==> config.mk <==
export PLATFORM = sky130hd
export DESIGN_NAME = call_cost_aggregation_cache
export DESIGN_NICKNAME = d
export VERILOG_FILES = /design/src/hw/rtl/ccac_pkg.sv /design/src/hw/rtl/call_cost_aggregation_cache.sv
export SDC_FILE = /design/constraint.sdc
export NUM_CORES = 2
export LEC_CHECK = 0
export BUFFER_PORTS_ARGS = -buffer_cell sky130_fd_sc_hd__buf_2
export CORE_MARGIN = 5
export CORE_UTILIZATION = 49
export DETAILED_ROUTE_END_ITERATION = 10
export PLACE_DENSITY = 0.65
export SLEW_MARGIN = 20
export SYNTH_ARGS = -nofsm -noshare
export SYNTH_HDL_FRONTEND = slang
export SYNTH_SLANG_ARGS = --single-unit
==> constraint.sdc <==
create_clock -name clock -period 16.25 [get_ports clock]
set_input_delay 2.4375 -clock clock [delete_from_list [all_inputs] [get_ports clock]]
set_output_delay 2.4375 -clock clock [all_outputs]
set_load 0.02 [all_outputs]
==> src/hw/rtl/ccac_pkg.sv <==
// Shared types, codes and constants for the call-cost aggregation cache.
`default_nettype none

package ccac_pkg;

   localparam int TABLE_DEPTH_DEFAULT = 16;

   localparam int ID_W    = 16;
   localparam int COST_W  = 48;
   localparam int COUNT_W = 32;

   localparam logic [1:0] MODE_CALL  = 2'd0;
   localparam logic [1:0] MODE_EXCL  = 2'd1;
   localparam logic [1:0] MODE_INIT  = 2'd2;
   localparam logic [1:0] MODE_FLUSH = 2'd3;

   typedef struct packed {
      logic [1:0]        mode;
      logic [ID_W-1:0]   caller_id;
      logic [ID_W-1:0]   callee_id;
      logic [ID_W-1:0]   level_tag;
      logic [COST_W-1:0] amount;
   } ccac_req_type;

   typedef struct packed {
      logic               is_exclusive;
      logic [ID_W-1:0]    out_caller;
      logic [ID_W-1:0]    out_callee;
      logic [ID_W-1:0]    out_level;
      logic [COUNT_W-1:0] call_count;
      logic [COST_W-1:0]  cost_sum;
      logic [COST_W-1:0]  total_cost;
      logic [COUNT_W-1:0] hit_total;
      logic [COUNT_W-1:0] miss_total;
      logic               final_item;
   } ccac_rsp_type;

   // Table key; exclusive entries carry a zero callee.
   typedef struct packed {
      logic            excl;
      logic [ID_W-1:0] caller;
      logic [ID_W-1:0] callee;
      logic [ID_W-1:0] level;
   } ccac_key_type;

endpackage

`default_nettype wire

==> src/hw/rtl/call_cost_aggregation_cache.sv <==
// Top level of the call-cost aggregation cache with round-robin eviction.
//
//   port group   dir   payload          handshake
//   req_*        in    ccac_req_type    req_valid / req_ready
//   rsp_*        out   ccac_rsp_type    rsp_valid / rsp_ready
//
// One item is handled at a time; req_ready is high only while the sequencer idles.
// A lookup walks the table through one memory read port and one key comparator,
// one entry per cycle. A hit adds an update state; an exclusive item first passes a
// subtract and an add state; an init item only loads its reading; a flush reads and
// emits each entry in turn. An eviction adds an emit state. A stalled rsp channel holds
// the sequencer in its emit state. Reset is synchronous; table contents are not cleared.
`default_nettype none

module call_cost_aggregation_cache
   import ccac_pkg::*;
#(
   parameter int TABLE_DEPTH = TABLE_DEPTH_DEFAULT
) (
   input  wire logic         clock,
   input  wire logic         reset,
   input  wire logic         req_valid,
   output logic              req_ready,
   input  wire ccac_req_type req_data,
   output logic              rsp_valid,
   input  wire logic         rsp_ready,
   output ccac_rsp_type      rsp_data
);

   localparam int IDX_W = (TABLE_DEPTH > 1) ? $clog2(TABLE_DEPTH) : 1;
   localparam int CNT_W = $clog2(TABLE_DEPTH + 1);
   localparam logic [CNT_W-1:0] DEPTH_CNT = CNT_W'(TABLE_DEPTH);

   typedef enum logic [3:0] {
      ST_IDLE,
      ST_EXCL_SUB,
      ST_EXCL_ADD,
      ST_LOOKUP,
      ST_HIT,
      ST_EVICT_EMIT,
      ST_FLUSH_READ,
      ST_FLUSH_EMIT
   } state_type;

   state_type          state_ff, state_in;
   logic [CNT_W-1:0]   ptr_ff, ptr_in;
   logic               chk_valid_ff, chk_valid_in;
   logic [IDX_W-1:0]   chk_idx_ff, chk_idx_in;
   logic [CNT_W-1:0]   fill_ff, fill_in;
   logic [IDX_W-1:0]   evict_ff, evict_in;
   logic [COST_W-1:0]  prev_ff, prev_in;
   logic [COST_W-1:0]  total_ff, total_in;
   logic [COUNT_W-1:0] hit_ff, hit_in;
   logic [COUNT_W-1:0] miss_ff, miss_in;
   ccac_key_type       key_ff, key_in;
   logic [COST_W-1:0]  cost_ff, cost_in;
   logic               rsp_valid_ff, rsp_valid_in;
   ccac_rsp_type       rsp_data_ff, rsp_data_in;

   ccac_key_type       key_mem_ff   [TABLE_DEPTH];
   logic [COUNT_W-1:0] calls_mem_ff [TABLE_DEPTH];
   logic [COST_W-1:0]  cost_mem_ff  [TABLE_DEPTH];
   ccac_key_type       rd_key_ff;
   logic [COUNT_W-1:0] rd_calls_ff;
   logic [COST_W-1:0]  rd_cost_ff;

   logic               mem_we;
   logic [IDX_W-1:0]   mem_wa;
   logic [COUNT_W-1:0] mem_wcalls;
   logic [COST_W-1:0]  mem_wcost;
   logic               mem_re;
   logic [IDX_W-1:0]   mem_ra;

   logic               hit_now;
   logic               rsp_free;
   logic               flush_last;
   ccac_rsp_type       rd_rsp;

   assign req_ready = (state_ff == ST_IDLE);
   assign rsp_valid = rsp_valid_ff;
   assign rsp_data  = rsp_data_ff;

   assign hit_now    = chk_valid_ff && (rd_key_ff == key_ff);
   assign rsp_free   = !rsp_valid_ff || rsp_ready;
   assign flush_last = (ptr_ff == fill_ff);

   always_comb begin
      rd_rsp.is_exclusive = rd_key_ff.excl;
      rd_rsp.out_caller   = rd_key_ff.caller;
      rd_rsp.out_callee   = rd_key_ff.callee;
      rd_rsp.out_level    = rd_key_ff.level;
      rd_rsp.call_count   = rd_calls_ff;
      rd_rsp.cost_sum     = rd_cost_ff;
      rd_rsp.total_cost   = total_ff;
      rd_rsp.hit_total    = hit_ff;
      rd_rsp.miss_total   = miss_ff;
      rd_rsp.final_item   = 1'b1;
   end

   always_comb begin
      state_in     = state_ff;
      ptr_in       = ptr_ff;
      chk_valid_in = chk_valid_ff;
      chk_idx_in   = chk_idx_ff;
      fill_in      = fill_ff;
      evict_in     = evict_ff;
      prev_in      = prev_ff;
      total_in     = total_ff;
      hit_in       = hit_ff;
      miss_in      = miss_ff;
      key_in       = key_ff;
      cost_in      = cost_ff;
      rsp_valid_in = rsp_valid_ff && !rsp_ready;
      rsp_data_in  = rsp_data_ff;
      mem_we       = 1'b0;
      mem_wa       = fill_ff[IDX_W-1:0];
      mem_wcalls   = COUNT_W'(1);
      mem_wcost    = cost_ff;
      mem_re       = 1'b0;
      mem_ra       = ptr_ff[IDX_W-1:0];

      unique case (state_ff)
         ST_IDLE: begin
            if (req_valid) begin
               key_in.excl   = (req_data.mode == MODE_EXCL);
               key_in.caller = req_data.caller_id;
               key_in.callee = (req_data.mode == MODE_EXCL) ? '0 : req_data.callee_id;
               key_in.level  = req_data.level_tag;
               cost_in       = req_data.amount;
               ptr_in        = '0;
               chk_valid_in  = 1'b0;
               unique case (req_data.mode)
                  MODE_CALL: state_in = ST_LOOKUP;
                  MODE_EXCL: state_in = ST_EXCL_SUB;
                  MODE_INIT: prev_in  = req_data.amount;
                  MODE_FLUSH: begin
                     if (fill_ff != '0) begin
                        state_in = ST_FLUSH_READ;
                     end
                  end
                  default: state_in = ST_IDLE;
               endcase
            end
         end
         ST_EXCL_SUB: begin
            // cost_ff still holds the counter reading here.
            cost_in  = cost_ff - prev_ff;
            prev_in  = cost_ff;
            state_in = ST_EXCL_ADD;
         end
         ST_EXCL_ADD: begin
            total_in = total_ff + cost_ff;
            state_in = ST_LOOKUP;
         end
         ST_LOOKUP: begin
            if (hit_now) begin
               hit_in   = hit_ff + 1'b1;
               state_in = ST_HIT;
            end else if (ptr_ff < fill_ff) begin
               mem_re       = 1'b1;
               chk_valid_in = 1'b1;
               chk_idx_in   = ptr_ff[IDX_W-1:0];
               ptr_in       = ptr_ff + 1'b1;
            end else begin
               miss_in = miss_ff + 1'b1;
               if (fill_ff != DEPTH_CNT) begin
                  mem_we   = 1'b1;
                  fill_in  = fill_ff + 1'b1;
                  state_in = ST_IDLE;
               end else begin
                  // Table full: fetch the victim so it can be emitted first.
                  mem_re   = 1'b1;
                  mem_ra   = evict_ff;
                  state_in = ST_EVICT_EMIT;
               end
            end
         end
         ST_HIT: begin
            mem_we     = 1'b1;
            mem_wa     = chk_idx_ff;
            mem_wcalls = (rd_calls_ff == '1) ? rd_calls_ff : rd_calls_ff + 1'b1;
            mem_wcost  = rd_cost_ff + cost_ff;
            state_in   = ST_IDLE;
         end
         ST_EVICT_EMIT: begin
            if (rsp_free) begin
               rsp_valid_in = 1'b1;
               rsp_data_in  = rd_rsp;
               mem_we       = 1'b1;
               mem_wa       = evict_ff;
               evict_in     = (CNT_W'(evict_ff) + 1'b1 == DEPTH_CNT) ? '0 : evict_ff + 1'b1;
               state_in     = ST_IDLE;
            end
         end
         ST_FLUSH_READ: begin
            mem_re   = 1'b1;
            ptr_in   = ptr_ff + 1'b1;
            state_in = ST_FLUSH_EMIT;
         end
         ST_FLUSH_EMIT: begin
            if (rsp_free) begin
               rsp_valid_in           = 1'b1;
               rsp_data_in            = rd_rsp;
               rsp_data_in.final_item = flush_last;
               if (flush_last) begin
                  fill_in  = '0;
                  evict_in = '0;
                  state_in = ST_IDLE;
               end else begin
                  state_in = ST_FLUSH_READ;
               end
            end
         end
         default: state_in = ST_IDLE;
      endcase
   end

   always_ff @(posedge clock) begin
      if (reset) begin
         state_ff     <= ST_IDLE;
         chk_valid_ff <= 1'b0;
         fill_ff      <= '0;
         evict_ff     <= '0;
         prev_ff      <= '0;
         total_ff     <= '0;
         hit_ff       <= '0;
         miss_ff      <= '0;
         rsp_valid_ff <= 1'b0;
      end else begin
         state_ff     <= state_in;
         chk_valid_ff <= chk_valid_in;
         fill_ff      <= fill_in;
         evict_ff     <= evict_in;
         prev_ff      <= prev_in;
         total_ff     <= total_in;
         hit_ff       <= hit_in;
         miss_ff      <= miss_in;
         rsp_valid_ff <= rsp_valid_in;
         ptr_ff       <= ptr_in;
         chk_idx_ff   <= chk_idx_in;
         key_ff       <= key_in;
         cost_ff      <= cost_in;
         rsp_data_ff  <= rsp_data_in;
      end
   end

   // Entry table: one write port and one registered read port.
   always_ff @(posedge clock) begin
      if (mem_we) begin
         key_mem_ff[mem_wa]   <= key_ff;
         calls_mem_ff[mem_wa] <= mem_wcalls;
         cost_mem_ff[mem_wa]  <= mem_wcost;
      end
      if (mem_re) begin
         rd_key_ff   <= key_mem_ff[mem_ra];
         rd_calls_ff <= calls_mem_ff[mem_ra];
         rd_cost_ff  <= cost_mem_ff[mem_ra];
      end
   end

   a_fill_bound: assert property (@(posedge clock) disable iff (reset)
      fill_ff <= DEPTH_CNT)
      else $error("fill count exceeds table depth");

   a_emit_source: assert property (@(posedge clock) disable iff (reset)
      $rose(rsp_valid_ff) |-> ($past(state_ff) == ST_EVICT_EMIT ||
                               $past(state_ff) == ST_FLUSH_EMIT))
      else $error("result loaded outside an emit state");

   a_evict_full: assert property (@(posedge clock) disable iff (reset)
      state_ff == ST_EVICT_EMIT |-> fill_ff == DEPTH_CNT)
      else $error("eviction while the table has free slots");

   a_flush_empties: assert property (@(posedge clock) disable iff (reset)
      (state_ff == ST_FLUSH_EMIT && rsp_free && flush_last) |=>
         (fill_ff == '0 && evict_ff == '0 && state_ff == ST_IDLE))
      else $error("flush did not empty the table");

endmodule

`default_nettype wire
# Word level (Yosys, flattened, before mapping)
# Memories as Yosys holds them, arrays and structs flattened. A register that Yosys moved wholly into a read port is not among the register bits.
# Index checks and enable logic that the tools add are counted.
[classes] n_lt_le_gt_ge=1 eq_ne=27 n_bitwise=3 n_reduce_logical=26 n_mux=59 add_sub_neg=10
[op_table] op="2-to-1 mux 242 bit" count=2
[op_table] op="one-hot mux 242 bit (2 select lines)" count=1
[op_table] op="2-to-1 mux 48 bit" count=4
[op_table] op="one-hot mux 48 bit (2 select lines)" count=2
[op_table] op="adder 32 x 1 -> 32 bit, second input constant" count=3
[op_table] op="adder 48 bit" count=2
[op_table] op="2-to-1 mux 32 bit" count=2
[op_table] op="2-to-1 mux 4 bit" count=15
[op_table] op="equality test 49 bit" count=1
[op_table] op="subtractor 48 bit" count=1
[op_table] op="2-to-1 mux 5 bit" count=8
[op_table] op="equality test 32 bit, second input constant" count=1
[op_table] op="one-hot mux 4 bit (7 select lines)" count=1
[op_table] op="equality test 4 x 3 -> 1 bit, second input constant" count=4
[op_table] op="!= test 2 bit, second input constant" count=8
[op_table] op="one-hot mux 4 bit (2 select lines)" count=2
[op_table] op="AND reduction 4 bit" count=4
[op_table] op="one-hot mux 5 bit (3 select lines)" count=1
[op_table] op="2-to-1 mux 1 bit" count=14
[op_table] op="one-hot mux 4 bit (3 select lines)" count=1
[op_table] op="AND reduction 3 bit" count=4
[op_table] op="AND reduction 6 bit" count=2
[op_table] op="adder 5 x 1 -> 5 bit, second input constant" count=2
[op_table] op="one-hot mux 5 bit (2 select lines)" count=1
[op_table] op="28 further kinds" count=40
[word_totals] output_inout_bits=244 memories=3 regBits=523 word_cells=155 ramBits=2064 input_bits=102
[memory_table] name="key_mem_ff" depth=16 word_bits=49 read_ports=1 rd_ports_with_merged_regs=1 write_ports=1 line_no="call_cost_aggregation_cache.sv:60" source="ccac_key_type key_mem_ff [TABLE_DEPTH];"
[memory_table] name="cost_mem_ff" depth=16 word_bits=48 read_ports=1 rd_ports_with_merged_regs=1 write_ports=1 line_no="call_cost_aggregation_cache.sv:62" source="logic [COST_W-1:0] cost_mem_ff [TABLE_DEPTH];"
[memory_table] name="calls_mem_ff" depth=16 word_bits=32 read_ports=1 rd_ports_with_merged_regs=1 write_ports=1 line_no="call_cost_aggregation_cache.sv:61" source="logic [COUNT_W-1:0] calls_mem_ff [TABLE_DEPTH];"

# Longest topological paths before layout
[logic_depth] word_depth=7 ltp_mapped=16 depth_no_buf=14

# Worst setup path after synthesis
# Ideal clock, no wire load.
[synth_path] kind="input to register" startpoint="input reset" endpoint="register rsp_data_ff, in the netlist rsp_data[0] (enable)" path_slack_ns=2.512 t_arrival_ns=12.888 cell_stages=3 setup_ns=0.850 path_buffers=2 t_required_ns=15.400 cell_sequence="clkbuf_1 clkbuf_1 nor2_1"
[synth_between] elab_chain_len=2
[synth_rtl] element="start: declaration" line_no="call_cost_aggregation_cache.sv:21" source="input wire logic reset,"
[synth_rtl] element="NOT 1 bit (no line)"
[synth_rtl] element="AND reduction 4 bit (no line)"
[synth_rtl] element="end signal: assignment" line_no="call_cost_aggregation_cache.sv:243" source="rsp_data_ff <= rsp_data_in;"
[synth_rtl] element="end: declaration" line_no="call_cost_aggregation_cache.sv:58" source="ccac_rsp_type rsp_data_ff, rsp_data_in;"
# Every way passes these cells.
# A chain may end at the register's enable or synchronous reset.

# Worst setup path after layout
[layout_path] startpoint="register key_ff[44] in the netlist's numbering" endpoint="register rd_calls_ff[21], read port of calls_mem_ff, data pin"
[layout_between] elab_chain_len=4 word_cells_on_any_way=6 cone_classes="eq/ne: 1; mux: 4; reduce/logical: 1"
[layout_rtl] element="start: declaration" line_no="call_cost_aggregation_cache.sv:55" source="ccac_key_type key_ff, key_in;"
[layout_rtl] element="start signal: assignment" line_no="call_cost_aggregation_cache.sv:241" source="key_ff <= key_in;"
[layout_rtl] element="equality test 49 bit (*)" line_no="call_cost_aggregation_cache.sv:83" source="assign hit_now = chk_valid_ff && (rd_key_ff == key_ff);"
[layout_rtl] element="logical AND 1 bit (*)" line_no="call_cost_aggregation_cache.sv:83"
[layout_rtl] element="2-to-1 mux 1 bit / 2-to-1 mux 4 bit (equally long branches)" line_no="call_cost_aggregation_cache.sv:156" source="if (hit_now) begin"
[layout_rtl] element="one-hot mux 1 bit (2 select lines) / 2-to-1 mux 4 bit (equally long branches)" line_no="call_cost_aggregation_cache.sv:122" source="unique case (state_ff)"
[layout_rtl] element="end: declaration" line_no="call_cost_aggregation_cache.sv:64" source="logic [COUNT_W-1:0] rd_calls_ff;"
# Mark *: on every way between the ends. The rest lies on a longest branch, timed or not.

==> impl_metrics.py <==
metrics = {
    "run_status": {
        "outcome": "finished clean",
    },
    "yosys": {
        "synthTopCellsByCount": "edfxtp_1 (2,541), nand2_1 (1,411), a21oi_1 (602), nand3_1 (372), mux2i_1 (316)",
        "ys_ff_latch": 2715,
        "yosysSeqAreaShare": 0.7124,
        "ys_warn_count": 0,
        "synth-edff-count": 2541,
        "yosysMostFrequentCell": "edfxtp_1",
        "synthArstFlopShare": 0,
        "synthTopCellsByArea": "edfxtp_1 (68%), nand2_1 (4.7%), dfxtp_1 (3.1%)",
        "synth_cell_type_count": 76,
        "synth_area_um2": 112000,
        "synth_top_area_cell": "edfxtp_1",
        "synth_flop_cell": "edfxtp_1",
        "syn_nets": 8319,
        "syn_inst": 8058,
        "avgSynthCellArea_um2": 13.90,
        "synth_top_area_share": 0.6813,
    },
    "cts": {
        "ctsRootBufferMaster": "clkbuf_16",
        "cts_resized": 0,
        "htreeDepth": 5,
        "cts_made_buffers": 292,
        "clk_pin_slew_worst_paths_ps": 60,
        "cts_setup_buffers": 0,
        "holdBufCountCts": 0,
        "cts_tree": "yes",
        "cts.path.max_buffers": 4,
        "worstSkewPairLatency_ps": 950,
        "clock_sinks": 2715,
    },
    "sta": {
        "period_minus_slack_ps": 7715,
        "setup-violations-final": 0,
        "finalMaxSlewViolations": 0,
        "fin_crit_sh": 0.4748,
        "hold_viol": 0,
        "worstMarginPinSlew_ps": 1217,
        "setup_tns_ps": 0,
        "skew_ps": 73.85,
        "rsz0062_at_grt": "false",
        "relSlewSlack": 0.1888,
        "max_freq_mhz": 129.6,
    },
    "critical_path": {
        "cpMostUsedCell": "buf_4",
        "worst-setup-path-type": "flop to flop",
        "cp_cell_sequence": "xor2_1 > nor4_1 > nand4_1 > nor4_4 > nor4b_4 > buf_4 > mux2i_4 > buf_4 > buf_4 > buf_4 > mux4_2 > a21oi_1 > o21ai_0",
        "path_delay_family": "buffers and inverters",
        "arrival_ps": 8360,
        "slowest_stage": "nor4_1",
        "slowest_delay_ps": 930,
        "cp_max_fo": 63,
        "end_kind": "flop",
        "critPathBufInv": 4,
        "startpoint_type": "flop",
        "crit_required_ps": 16900,
    },
    "die": {
        "die_h_um": 488.1,
        "dieArea_um2": 238200,
        "io_pins": 346,
        "initial_core_util": 0.4923,
        "coreArea_um2": 227500,
        "num_rows": 175,
        "dieWidth_um": 488.1,
    },
    "place": {
        "dpl.cell_count": 11130,
        "portBuffers": 345,
        "gp_routability_congestion": 0.8750,
        "post-dp-hpwl_um": 165000,
    },
    "final_layout": {
        "drive_gt1_frac": 0.1254,
        "fillerInstances": 18080,
        "fin_nets": 8672,
        "final_util": 0.5539,
        "syn_to_final_growth_pct": 12.51,
        "instances_no_fill": 11630,
    },
    "job": {
        "max-cap-violations": 0,
    },
    "power": {
        "finalPower_w": 0.01750,
        "vdd_drop_max_uv": 106.9,
        "p_clk_frac": 0.359,
        "internal_power_w": 0.01272,
        "p_leak_nw": 43.32,
        "p_seq_frac": 0.471,
        "power_switching_w": 0.004788,
        "p_per_area_nw_per_um2": 138.9,
        "switching_share": 0.2735,
        "p_comb_frac": 0.170,
    },
    "routing": {
        "drc": 0,
        "vias": 70850,
        "first_pass_iters": 6,
        "drtIter0Drc": 7517,
        "routed_wl_um": 305600,
        "wl_per_cell_um": 26.28,
        "ant_nets": 0,
        "routed_via_density": 6.094,
    },
    "global_routing": {
        "grt_pass1_vias": 68140,
        "groute.layer.met3.usage": 0.03940,
        "gr-total-overflow": 0,
        "antenna_found_initial": 10,
        "grt_max_degree": 163,
        "track_usage": 0.2510,
        "gr-usage-met2": 0.3975,
        "grt_pass1_wl_um": 448100,
        "busiest_layer": "met2",
        "grtUsageMet1": 0.3640,
    },
    "worst_hold_path": {
        "worstHoldPathType": "flop to flop",
    },
}
==> worst register-to-register path, stage by stage (launching register included) <==
cell and delay, ps:
edfxtp_1 590, xor2_1 270, nor4_1 930, nand4_1 270, nor4_4 750, nor4b_4 80
buf_4 290, mux2i_4 770, buf_4 720, buf_4 790, buf_4 910, mux4_2 730
a21oi_1 190, o21ai_0 120
==> area by class of cell <==
type	instances	area, µm²	area share
Clock buffer	366	7848	0.06228
Inverter	109	409.1	0.003247
Sequential cell	2715	79790	0.6332
Clock inverter	129	1050	0.008331
Multi-Input combinational cell	4790	30020	0.2383
Antenna cell	6	15.01	0.0001192
Timing Repair Buffer	503	3107	0.02466
Tap cell	3009	3765	0.02988
==> flip-flops by register name (all words and copies together) (netlist names), 5 cells and up <==
register,count
key_mem_ff,784
cost_mem_ff,768
calls_mem_ff,512
rsp_data,242
key_ff,49
rd_key_ff,49
cost_ff,48
prev_ff,48
rd_cost_ff,48
total_ff,48
hit_ff,32
miss_ff,32
rd_calls_ff,32
fill_ff,5
ptr_ff,5
==> power groups by stage <==
stage	clock network, W	logic [W]	registers, W
finish	0.00628	0.00297	0.00825
global route	0.00668	0.00325	0.00827
floorplan	0	0.00212	0.00833
global placement	0	0.00288	0.00838
CTS	0.00637	0.00294	0.00824
detailed placement	0	0.00293	0.00839
==> final timing paths <==
path                     start               to  slack [ps]  cells after the start
hold / removal    total_ff[47]    rsp_data[112]         450                      0
setup reg to reg    key_ff[44]  rd_calls_ff[21]        8530                     13
hold reg to reg   total_ff[47]    rsp_data[112]         450                      0
setup / recovery    key_ff[44]  rd_calls_ff[21]        8530                     13
==> cells by family (layout without fill, tap and decap cells) <==
family                     count (synthesis)  count (layout)  synth area share
other                                      0               6                 0
AOI/OAI and AO/OA                       1396            1396           0.07736
adders and majority gates                159             159           0.01796
and+or+nand+nor                         2568            2568            0.1008
xor gates and xnor gates                 241             241           0.01885
muxes                                    426             426           0.04978
DFF                                     2715            2715            0.7124
buffers and inverters                    553            1107           0.02282
==> per-layer routing <==
layer | vias to the layer above | share of wire
li1 | 31120 | -
met4 | 2 | 0.028
met2 | 3508 | 0.46
met5 | - | 0.000043
met3 | 588 | 0.092
met1 | 35630 | 0.42
==> layout by cell type (no fill, tap or decap), types with 109 or more instances in the layout <==
master,count
a21oi_1,596
buf_2,344
buf_4,143
clkbuf_16,302
dfxtp_1,174
edfxtp_1,2541
ha_1,156
inv_1,109
mux2i_1,313
nand2_1,1409
nand3_1,372
nand4_1,155
nor2_1,245
nor3_1,166
o21ai_0,279
o221ai_1,134
xor2_1,141
==> per-stage QoR <==
stage	setup WS [ps]	instance area, µm²	hold slack, ps
floorplan	2512	112000	423.1
global placement	8866	117000	441.1
detailed placement	8772	117100	436.8
CTS	8691	126000	450.0
global route	8389	126000	464.1
finish	8535	126000	448.0
(Power assumes the default switching activity.)
